### src/hw/rtl/bma_pkg.sv
// Shared types, codes and constants for the block map allocator.
// Used by bma_div, bma_core and block_map_allocator; depends on nothing.
package bma_pkg;

  localparam int DEF_BLOCK_BYTES = 32;
  localparam int DEF_MAP_ENTRIES = 256;

  localparam int ENTRY_W       = 8;
  localparam int BYTES_W       = 8;
  localparam int OFFSET_W      = 16;
  localparam int GRANT_W       = 13;
  localparam int PERCENT_W     = 7;
  localparam int PERCENT_SCALE = 100;

  localparam logic OP_ALLOC = 1'b0;
  localparam logic OP_FREE  = 1'b1;

  localparam logic ST_OK   = 1'b0;
  localparam logic ST_FAIL = 1'b1;

  typedef struct packed {
    logic                opcode;
    logic [BYTES_W-1:0]  request_bytes;
    logic [OFFSET_W-1:0] release_offset;
  } req_t;

  typedef struct packed {
    logic                 status;
    logic [GRANT_W-1:0]   granted_offset;
    logic [PERCENT_W-1:0] usage_percent;
  } rsp_t;

  function automatic int max_int(int a, int b);
    return (a > b) ? a : b;
  endfunction

endpackage

### src/hw/rtl/bma_div.sv
// Shared constant-division unit: one registered multiply by a scaled reciprocal.
// The caller picks the reciprocal and takes the quotient bits; depends on bma_pkg.
module bma_div
  import bma_pkg::*;
#(
  parameter int NUM_W = 16,
  parameter int RCP_W = 22
) (
  input  logic                   clk,
  input  logic                   rst,
  input  logic                   start,
  input  logic [NUM_W-1:0]       num,
  input  logic [RCP_W-1:0]       recip,
  output logic                   done,
  output logic [NUM_W+RCP_W-1:0] prod
);

  localparam int MUL_W = NUM_W + RCP_W;

  always_ff @(posedge clk) begin
    if (rst) begin
      done <= 1'b0;
    end else begin
      done <= start;
      if (start) begin
        prod <= MUL_W'(num) * MUL_W'(recip);
      end
    end
  end

endmodule

### src/hw/rtl/bma_core.sv
// Allocation sequencer: block map memory, scan/mark/clear walks and usage figure.
// Depends on bma_pkg and bma_div.
module bma_core
  import bma_pkg::*;
#(
  parameter int BLOCK_BYTES = DEF_BLOCK_BYTES,
  parameter int MAP_ENTRIES = DEF_MAP_ENTRIES
) (
  input  logic clk,
  input  logic rst,
  input  logic req_valid,
  output logic req_ready,
  input  req_t req,
  output logic res_valid,
  input  logic res_ready,
  output rsp_t res
);

  localparam int IW         = $clog2(MAP_ENTRIES);
  localparam int USED_W     = $clog2(MAP_ENTRIES + 1);
  localparam int BB_W       = $clog2(BLOCK_BYTES + 1);
  localparam int POOL_BYTES = MAP_ENTRIES * BLOCK_BYTES;
  localparam int CMP_W      = max_int(OFFSET_W, $clog2(POOL_BYTES + 1));
  localparam int PROD_W     = IW + BB_W;
  localparam logic [IW-1:0] LAST = IW'(MAP_ENTRIES - 1);

  // Division by a constant d is a multiply by m = ceil(2^(n+k)/d), with
  // k = ceil(log2 d), and a right shift by n+k. It is exact for every
  // numerator below 2^n.
  localparam int WANT_NW = $clog2((1 << BYTES_W) + BLOCK_BYTES - 1);
  localparam int USE_NW  = $clog2(PERCENT_SCALE * MAP_ENTRIES + 1);
  localparam int WANT_SH = WANT_NW + $clog2(BLOCK_BYTES);
  localparam int IDX_SH  = OFFSET_W + $clog2(BLOCK_BYTES);
  localparam int USE_SH  = USE_NW + $clog2(MAP_ENTRIES);
  localparam longint WANT_RCP =
    ((longint'(1) << WANT_SH) + BLOCK_BYTES - 1) / BLOCK_BYTES;
  localparam longint IDX_RCP =
    ((longint'(1) << IDX_SH) + BLOCK_BYTES - 1) / BLOCK_BYTES;
  // The usage figure folds the factor of 100 into its reciprocal.
  localparam longint USE_RCP =
    PERCENT_SCALE * (((longint'(1) << USE_SH) + MAP_ENTRIES - 1) / MAP_ENTRIES);
  localparam int NUM_W = max_int(max_int(WANT_NW, OFFSET_W), USED_W);
  localparam int RCP_W = max_int(max_int($clog2(WANT_RCP + 1), $clog2(IDX_RCP + 1)),
                                 $clog2(USE_RCP + 1));
  localparam int MUL_W = NUM_W + RCP_W;

  typedef enum logic [3:0] {
    S_CLEAR, S_IDLE, S_WANT_DIV, S_SCAN, S_MARK, S_IDX_DIV,
    S_FREE_RD, S_FREE_CNT, S_FREE_CLR, S_USE_GO, S_USE_DIV, S_RESULT
  } state_t;

  state_t                state;
  logic [ENTRY_W-1:0]    map_mem [MAP_ENTRIES];
  logic [ENTRY_W-1:0]    rdata;
  logic [IW-1:0]         iss;
  logic                  iss_live;
  logic                  ev_valid;
  logic [IW-1:0]         ev_pos;
  logic [ENTRY_W-1:0]    want;
  logic [ENTRY_W-1:0]    run;
  logic [ENTRY_W-1:0]    run_next;
  logic [ENTRY_W-1:0]    left;
  logic [USED_W-1:0]     used;
  logic                  ok;
  logic [GRANT_W-1:0]    grant;
  logic [PERCENT_W-1:0]  percent;
  logic                  div_start;
  logic [NUM_W-1:0]      div_num;
  logic [RCP_W-1:0]      div_rcp;
  logic                  div_done;
  logic [MUL_W-1:0]      div_prod;
  logic                  wr_en;
  logic [IW-1:0]         wr_addr;
  logic [ENTRY_W-1:0]    wr_data;
  logic [PROD_W-1:0]     grant_prod;

  bma_div #(
    .NUM_W (NUM_W),
    .RCP_W (RCP_W)
  ) u_div (
    .clk   (clk),
    .rst   (rst),
    .start (div_start),
    .num   (div_num),
    .recip (div_rcp),
    .done  (div_done),
    .prod  (div_prod)
  );

  // Map memory: one write port, one registered read port addressed by the issue pointer.
  always_ff @(posedge clk) begin
    if (wr_en) begin
      map_mem[wr_addr] <= wr_data;
    end
    rdata <= map_mem[iss];
  end

  always_comb begin
    wr_en   = 1'b0;
    wr_addr = iss;
    wr_data = '0;
    unique case (state)
      S_CLEAR: wr_en = 1'b1;
      S_MARK: begin
        wr_en   = 1'b1;
        wr_data = want;
      end
      S_FREE_CLR: begin
        wr_en   = ev_valid && (rdata != '0);
        wr_addr = ev_pos;
      end
      default: wr_en = 1'b0;
    endcase
  end

  assign run_next   = (rdata == '0) ? run + ENTRY_W'(1) : '0;
  assign grant_prod = PROD_W'(ev_pos) * PROD_W'(BLOCK_BYTES);

  assign req_ready          = (state == S_IDLE);
  assign res_valid          = (state == S_RESULT);
  assign res.status         = ok ? ST_OK : ST_FAIL;
  assign res.granted_offset = grant;
  assign res.usage_percent  = percent;

  always_ff @(posedge clk) begin
    if (rst) begin
      state     <= S_CLEAR;
      iss       <= '0;
      iss_live  <= 1'b0;
      ev_valid  <= 1'b0;
      used      <= '0;
      div_start <= 1'b0;
    end else begin
      unique case (state)
        S_CLEAR: begin
          if (iss == LAST) begin
            state <= S_IDLE;
          end else begin
            iss <= iss + IW'(1);
          end
        end

        S_IDLE: begin
          if (req_valid) begin
            grant <= '0;
            if (req.opcode == OP_ALLOC) begin
              if (req.request_bytes == '0) begin
                ok    <= 1'b0;
                state <= S_USE_GO;
              end else begin
                ok        <= 1'b1;
                div_start <= 1'b1;
                div_num   <= NUM_W'(req.request_bytes) + NUM_W'(BLOCK_BYTES - 1);
                div_rcp   <= RCP_W'(WANT_RCP);
                state     <= S_WANT_DIV;
              end
            end else begin
              if (CMP_W'(req.release_offset) >= CMP_W'(POOL_BYTES)) begin
                ok    <= 1'b0;
                state <= S_USE_GO;
              end else begin
                ok        <= 1'b1;
                div_start <= 1'b1;
                div_num   <= NUM_W'(req.release_offset);
                div_rcp   <= RCP_W'(IDX_RCP);
                state     <= S_IDX_DIV;
              end
            end
          end
        end

        S_WANT_DIV: begin
          div_start <= 1'b0;
          if (div_done) begin
            want     <= div_prod[WANT_SH +: ENTRY_W];
            iss      <= LAST;
            iss_live <= 1'b1;
            ev_valid <= 1'b0;
            run      <= '0;
            state    <= S_SCAN;
          end
        end

        // Reads are issued from the top index down; each entry returned by the
        // registered read port extends or breaks the current free run.
        S_SCAN: begin
          if (ev_valid && (run_next == want)) begin
            iss      <= ev_pos;
            left     <= want;
            grant    <= GRANT_W'(grant_prod);
            iss_live <= 1'b0;
            state    <= S_MARK;
          end else if (ev_valid && (ev_pos == '0)) begin
            ok       <= 1'b0;
            iss_live <= 1'b0;
            state    <= S_USE_GO;
          end else begin
            ev_valid <= iss_live;
            ev_pos   <= iss;
            if (ev_valid) begin
              run <= run_next;
            end
            if (iss_live) begin
              if (iss == '0) begin
                iss_live <= 1'b0;
              end else begin
                iss <= iss - IW'(1);
              end
            end
          end
        end

        S_MARK: begin
          left <= left - ENTRY_W'(1);
          if (left == ENTRY_W'(1)) begin
            used  <= used + USED_W'(want);
            state <= S_USE_GO;
          end else begin
            iss <= iss + IW'(1);
          end
        end

        S_IDX_DIV: begin
          div_start <= 1'b0;
          if (div_done) begin
            iss   <= div_prod[IDX_SH +: IW];
            state <= S_FREE_RD;
          end
        end

        S_FREE_RD: state <= S_FREE_CNT;

        S_FREE_CNT: begin
          if (rdata == '0) begin
            state <= S_USE_GO;
          end else begin
            left     <= rdata;
            iss_live <= 1'b1;
            ev_valid <= 1'b0;
            state    <= S_FREE_CLR;
          end
        end

        // Reads run ahead by one; an entry that comes back in use is
        // zeroed and taken off the used count.
        S_FREE_CLR: begin
          ev_valid <= iss_live;
          ev_pos   <= iss;
          if (iss_live) begin
            left <= left - ENTRY_W'(1);
            if ((left == ENTRY_W'(1)) || (iss == LAST)) begin
              iss_live <= 1'b0;
            end else begin
              iss <= iss + IW'(1);
            end
          end
          if (ev_valid && (rdata != '0)) begin
            used <= used - USED_W'(1);
          end
          if (!iss_live && !ev_valid) begin
            state <= S_USE_GO;
          end
        end

        S_USE_GO: begin
          div_start <= 1'b1;
          div_num   <= NUM_W'(used);
          div_rcp   <= RCP_W'(USE_RCP);
          state     <= S_USE_DIV;
        end

        S_USE_DIV: begin
          div_start <= 1'b0;
          if (div_done) begin
            percent <= div_prod[USE_SH +: PERCENT_W];
            state   <= S_RESULT;
          end
        end

        S_RESULT: begin
          if (res_ready) begin
            state <= S_IDLE;
          end
        end

        default: state <= S_IDLE;
      endcase
    end
  end

endmodule

### src/hw/rtl/block_map_allocator.sv
// Top level of the block map allocator: sequencer plus response register.
// Depends on bma_pkg and bma_core.

// The allocator manages a pool of MAP_ENTRIES blocks of BLOCK_BYTES bytes
// each through a map with one 8-bit entry per block. An allocate transaction
// rounds request_bytes up to whole blocks, scans the map from the top index
// down and claims the first free run long enough, returning its byte offset;
// a free transaction clears as many entries as the map holds at the block of
// release_offset. Every response carries the percentage of map entries in
// use. After reset the block clears the map entry by entry and accepts no
// request until that pass ends. It then handles one request at a time, with
// req_ready low while it works. Every division is by a constant and runs as
// a multiply by a scaled reciprocal on one shared multiplier. An allocate
// scans the map memory one entry per cycle and marks the run one entry per
// cycle. Failures that are caught up front (zero size, offset past the pool)
// do not touch the map. A finished response waits in its own register, so
// the next request is accepted while the previous response has not yet been
// taken.
module block_map_allocator
  import bma_pkg::*;
#(
  parameter int BLOCK_BYTES = DEF_BLOCK_BYTES,
  parameter int MAP_ENTRIES = DEF_MAP_ENTRIES
) (
  input  logic clk,
  input  logic rst,
  input  logic req_valid,
  output logic req_ready,
  input  req_t req,
  output logic rsp_valid,
  input  logic rsp_ready,
  output rsp_t rsp
);

  logic res_valid;
  logic res_ready;
  rsp_t res;

  bma_core #(
    .BLOCK_BYTES (BLOCK_BYTES),
    .MAP_ENTRIES (MAP_ENTRIES)
  ) u_core (
    .clk       (clk),
    .rst       (rst),
    .req_valid (req_valid),
    .req_ready (req_ready),
    .req       (req),
    .res_valid (res_valid),
    .res_ready (res_ready),
    .res       (res)
  );

  // The response register takes a new result whenever it is empty or its
  // current transaction completes in the same cycle.
  assign res_ready = !rsp_valid || rsp_ready;

  always_ff @(posedge clk) begin
    if (rst) begin
      rsp_valid <= 1'b0;
    end else begin
      if (res_valid && res_ready) begin
        rsp_valid <= 1'b1;
        rsp       <= res;
      end else if (rsp_ready) begin
        rsp_valid <= 1'b0;
      end
    end
  end

`ifndef SYNTHESIS
  a_handoff: assert property (@(posedge clk) disable iff (rst)
    res_valid && res_ready |=> rsp_valid && (rsp == $past(res)))
    else $error("result from the sequencer was not captured");

  a_usage_range: assert property (@(posedge clk) disable iff (rst)
    rsp_valid |-> (rsp.usage_percent <= PERCENT_W'(PERCENT_SCALE)))
    else $error("usage percentage above full scale");

  a_fail_no_grant: assert property (@(posedge clk) disable iff (rst)
    rsp_valid && (rsp.status == ST_FAIL) |-> (rsp.granted_offset == '0))
    else $error("failed transaction reports a granted offset");
`endif

endmodule

### config.mk
export PLATFORM = sky130hd
export DESIGN_NAME = block_map_allocator
export DESIGN_NICKNAME = d
export VERILOG_FILES = /design/src/hw/rtl/bma_pkg.sv /design/src/hw/rtl/bma_div.sv /design/src/hw/rtl/bma_core.sv /design/src/hw/rtl/block_map_allocator.sv
export SDC_FILE = /design/constraint.sdc
export NUM_CORES = 2
export LEC_CHECK = 0
export BUFFER_PORTS_ARGS = -buffer_cell sky130_fd_sc_hd__buf_2
export CORE_MARGIN = 8
export CORE_UTILIZATION = 43
export CTS_CLUSTER_DIAMETER = 150
export CTS_CLUSTER_SIZE = 12
export DETAILED_ROUTE_END_ITERATION = 7
export HOLD_SLACK_MARGIN = 0.02
export PLACE_DENSITY_LB_ADDON = 0.2
export SYNTH_ARGS = -nofsm -noshare
export SYNTH_HDL_FRONTEND = slang
export SYNTH_SLANG_ARGS = --single-unit
### constraint.sdc
create_clock -name clk -period 20.2 [get_ports clk]
set_input_delay 3.03 -clock clk [delete_from_list [all_inputs] [get_ports clk]]
set_output_delay 3.03 -clock clk [all_outputs]
set_load 0.01 [all_outputs]
Word-level counts from Yosys, hierarchy flattened. Memory sizes are Yosys's and may differ from the RTL's. A register that Yosys moved wholly into a read port is not among the register bits. Cells that the tools add are included.

Bitwise gates (word level): 1. Reduce and logical (&&, ||, !) cells: 44. Order comparisons: 1. Add/sub/neg operators: 7. $mul: 1. Mux-type cells: 89. Eq/ne operators: 39.

Operators by type and width (number): $mux W8 (22); $mux W22 (4); $mux W16 (4); $mux W4 (13); $pmux W4 S12 (1); $pmux W8 S6 (1); $pmux W22 S2 (1); $logic_not A8 Y1 (4); $pmux W16 S2 (1); $pmux W8 S2 (2); $pmux W8 S4 (1); $mul A16 B22 Y30 (1); $mux W1 (28); $mux W13 (2); $pmux W13 S2 (1); $ne A2 B2 Y1 const B (10); $reduce_and A5 Y1 (4); $mux W9 (2); $ne A2 B1 Y1 const B (9); $pmux W9 S2 (1); $add A8 B1 Y8 const B (2); $eq A4 B3 Y1 const B (4); $eq A4 B4 Y1 const B (4); $ge A16 B14 Y1 const B (1); other kinds (33) (59).

Input bits: 29. Register bits: 168. Memories: 1. Word-level logic and storage cells: 204. Bits in writable memories: 2048.

Memory list: u_core.map_mem (words 256, width 8, rd ports 1, clocked after Yosys merged registers in 1, wr ports 1, RTL line bma_core.sv:53) `logic [ENTRY_W-1:0] map_mem [MAP_ENTRIES];`.

Logic depth before layout (Yosys ltp).
Depth in word-level cells: 6. Gate-level depth with buffers: 21. Depth with buffers taken out: 20.

Cells and area by module. Synthesis repeated with hierarchy kept, for this count alone.

Cells, all modules: 5322. Area total of the unflattened synthesis: 97747.5 µm².

By module, submodules not included: bma_core (area each 84416.0 µm², seq. area each 64151.5 µm², cells an instance 3921, times used 1); bma_div (area each 12645.9 µm², seq. area each 1161.1 µm², cells an instance 1375, times used 1); block_map_allocator (area each 685.7 µm², seq. area each 650.6 µm², cells an instance 26, times used 1).

Worst setup path after synthesis. Ideal clock, no wire load.

Kind: register to register. Start point: register u_core.state[0]. End point: memory u_core.map_mem[0][0] (data pin). Buffers on the path: 2. Setup time: 2.095 ns. Cell stages (with the launch flop): 5. Arrival: 10.641 ns. Data required time: 18.105 ns. Setup slack: 7.463 ns. Clock period less this slack: 12.737 ns. Cells stage by stage: dfxtp_1 clkbuf_1 or2_2 clkbuf_1 nor3_1.

Word-level cells in the longest chain between the ends: 2.

Ends and longest elaborated chain: from (decl) (RTL line bma_core.sv:52) `state_t state;`; from (signal assigned) (RTL line bma_core.sv:127) `state <= S_CLEAR;`; from (signal assigned) (RTL line bma_core.sv:137) `state <= S_IDLE;`; from (signal assigned) (RTL line bma_core.sv:149) `state <= S_USE_GO;`; $eq A4 B3 Y1 (RTL line bma_core.sv:102) `unique case (state)`; $mux W8 (RTL line bma_core.sv:102); via u_core.wr_data[0] (RTL line bma_core.sv:74) `logic [ENTRY_W-1:0] wr_data;`; to (decl) (RTL line bma_core.sv:53).

The timed path passes the listed nets, and every way through them passes these cells.

==> impl_metrics.ini <==
[clock_tree]
clk_pin_slew_ns = 0.07
clockRootBuffer = clkbuf_16
numCtsBuffers = 199
cts_tree = done
postCtsSetupBuffers = 0
cts_resized = 0
clock_latency_ns = 0.84
h-tree-depth = 4
hold_buffers = 0
cts.sinks = 2181
clk_path_buf_depth = 3

[sta]
hold_viol_final = 0
finalCritPeriodShare = 0.287
maxSlewViolCount = 0
rsz0062_at_grt = false
skew_ns = 0.0272
tightest_slew_ns = 1.22
finalSetupViolCount = 0
period_minus_slack_ns = 5.79
max_slew_margin = 0.187
clock.fmax_ghz = 0.173
setup_tns_ns = 0

[worst_setup_path]
path_buf_inv = 3
crit_path_start = u_core.iss[0]
crit_family = buffers and inverters
end_kind = flop
r2r-start = u_core.iss[0]
crit_required_ns = 20.90
worst-path-stages = 8
cp_cell_sequence = buf_4, buf_4, buf_4, mux4_2, mux4_2, mux4_2, a22oi_1, nand2_1
r2r_cells = 8
cp-start-kind = flop
critPathMaxStageDelay_ns = 0.90
crit_type = reg2reg
worstPathMaxFanout = 48
cp.arrival_ns = 6.49
slowest_stage = buf_4

[worst_hold_path]
whs_path_depth = 0
min_path_type = reg2reg
hold_start = u_core.u_div.prod[14]

[die]
coreArea_um2 = 204000
rows = 166
die_x_um = 468
dieArea_um2 = 219000
initial_utilization = 0.431
ios = 52
die_h_um = 468

[logic_synthesis]
synth_top_area_cell = edfxtp_1
syn_avg_cell_area_um2 = 21.1
synthArstFlopShare = 0
synth.area.top_cells = edfxtp_1 73%, mux4_2 17%, nor2_1 1.4%, ha_1 1.2%, dfxtp_1 0.78%
ys_warn_count = 0
synth-seq-area-share = 0.743
synth_edf_count = 2147
yosysMostFrequentCell = edfxtp_1
synth_top_area_frac = 0.735
syn_area_um2 = 87700
ys_types = 68
synth_cells = 4167
synth-seq-cells = 2181
ys_top_cells_by_count = 2147 x edfxtp_1, 672 x mux4_2, 327 x nor2_1, 165 x clkbuf_1, 124 x nand2_1
synth_ff_type = edfxtp_1

[drt]
wirelength_um = 214000
vias = 41400
via_per_inst = 5.91
firstDrtPassIters = 5
antenna_left = 0
drt_first_iter_violations = 3894
avgRoutedWirePerCell_um = 30.6
drc = 0

[cells_and_area]
drive_gt1_frac = 0.246
fin_nets = 4388
areaGrowthSynthToFinish_pct = 10.0
regArea_um2 = 65200
multi_input_area_um2 = 21500
fillers = 16500

[grt]
grt-ovfl-total = 0
grtUsageMet1 = 0.283
grt_pass1_vias = 41800
grtUsageMet3 = 0.0324
antenna_found_initial = 6
grt_pass1_wl_um = 310000
grt_use_met2 = 0.308
gr-usage-all-layers = 0.195
top_usage_layer = met2
grt_max_degree = 214

[pwr]
p_total_mw = 8.64
p_per_area_nw_per_um2 = 89.5
p_leak_nw = 24.1
max-vdd-ir-drop_v = 0.0000786

[status]
run_status = completed

[place]
gp_congestion = 0.810
dp_hpwl_um = 126000
portBuffers = 46

[job]
drv_cap = 0
metal layers:
metal	up-vias	share of wire
met2	1432	0.48
met1	22400	0.43
li1	17300	-
met4	8	0.026
met5	-	0.00028
met3	299	0.066
through the flow:
| step | hold WS, ns | worst slack [ns] | utilization | std cells | instance area, um^2 |
|---|---|---|---|---|---|
| floorplan | 0.400 | 7.46 | - | 4171 | 87800 |
| global placement | 0.410 | 14.21 | 0.448 | 6742 | 91200 |
| detailed placement | 0.406 | 14.25 | 0.448 | 6742 | 91200 |
| CTS | 0.422 | 14.22 | 0.474 | 6995 | 96500 |
| global route | 0.431 | 13.96 | 0.474 | 6996 | 96500 |
| finish | 0.423 | 14.41 | 0.474 | 7001 | 96500 |
cells by family after synthesis:
family	count (synthesis)	synth area share
adders and majority gates	104	0.0167
AOI/OAI and AO/OA	177	0.0141
buffers and inverters	321	0.0142
and+or+nand+nor	650	0.0336
other	1	0.0000427
DFF	2181	0.743
xor gates and xnor gates	51	0.00509
muxes	682	0.174
worst paths after layout:
check                     to  slack [ns]
max          u_core.rdata[2]       14.41
min           u_core.want[0]        0.42
max reg2reg  u_core.rdata[2]       14.41
min reg2reg   u_core.want[0]        0.42
flip-flops by register name, indices dropped and copies added (netlist names):
| register | count |
|---|---|
| u_core.iss | 8 |
| u_core.left | 8 |
| u_core.rdata | 8 |
| u_core.ev_valid | 1 |
| u_core.div_num | 16 |
| rsp_valid | 1 |
| rsp | 16 |
| u_core.grant | 8 |
| u_core.run | 8 |
| u_core.used | 9 |
| u_core.ev_pos | 8 |
| u_core.u_div.prod | 16 |
| u_core.ok | 1 |
| u_core.map_mem | 2048 |
| u_core.u_div.done | 1 |
| u_core.state | 4 |
| u_core.div_start | 1 |
| u_core.want | 8 |
| u_core.iss_live | 1 |
| u_core.div_rcp | 3 |
| u_core.percent | 7 |
placed cells by master, fill, tap and decap left out, types with 38 or more instances in the layout:
master and count:
edfxtp_1 2147, mux4_2 672, nor2_1 326, clkbuf_16 199
nand2_1 108, ha_1 82, inv_1 80, buf_4 72
buf_2 46, a21oi_1 41, clkbuf_1 40, and2_1 38
power breakdown:
part	switching, mW	internal [mW]
registers	0.0264	4.91
clock network	1.59	1.77
logic	0.213	0.131
total	1.83	6.81
cell type report:
cell class              instances  share of cell area
diodes                          6            0.000156
repair buffers                124             0.00923
flip-flops and latches       2181               0.675
multi-input cells            1669               0.222
inverters                      80             0.00311
well taps                    2688              0.0348
clock inverters                14             0.00223
clock buffers                 239              0.0531
No activity file was read; power rests on OpenSTA's default activity.
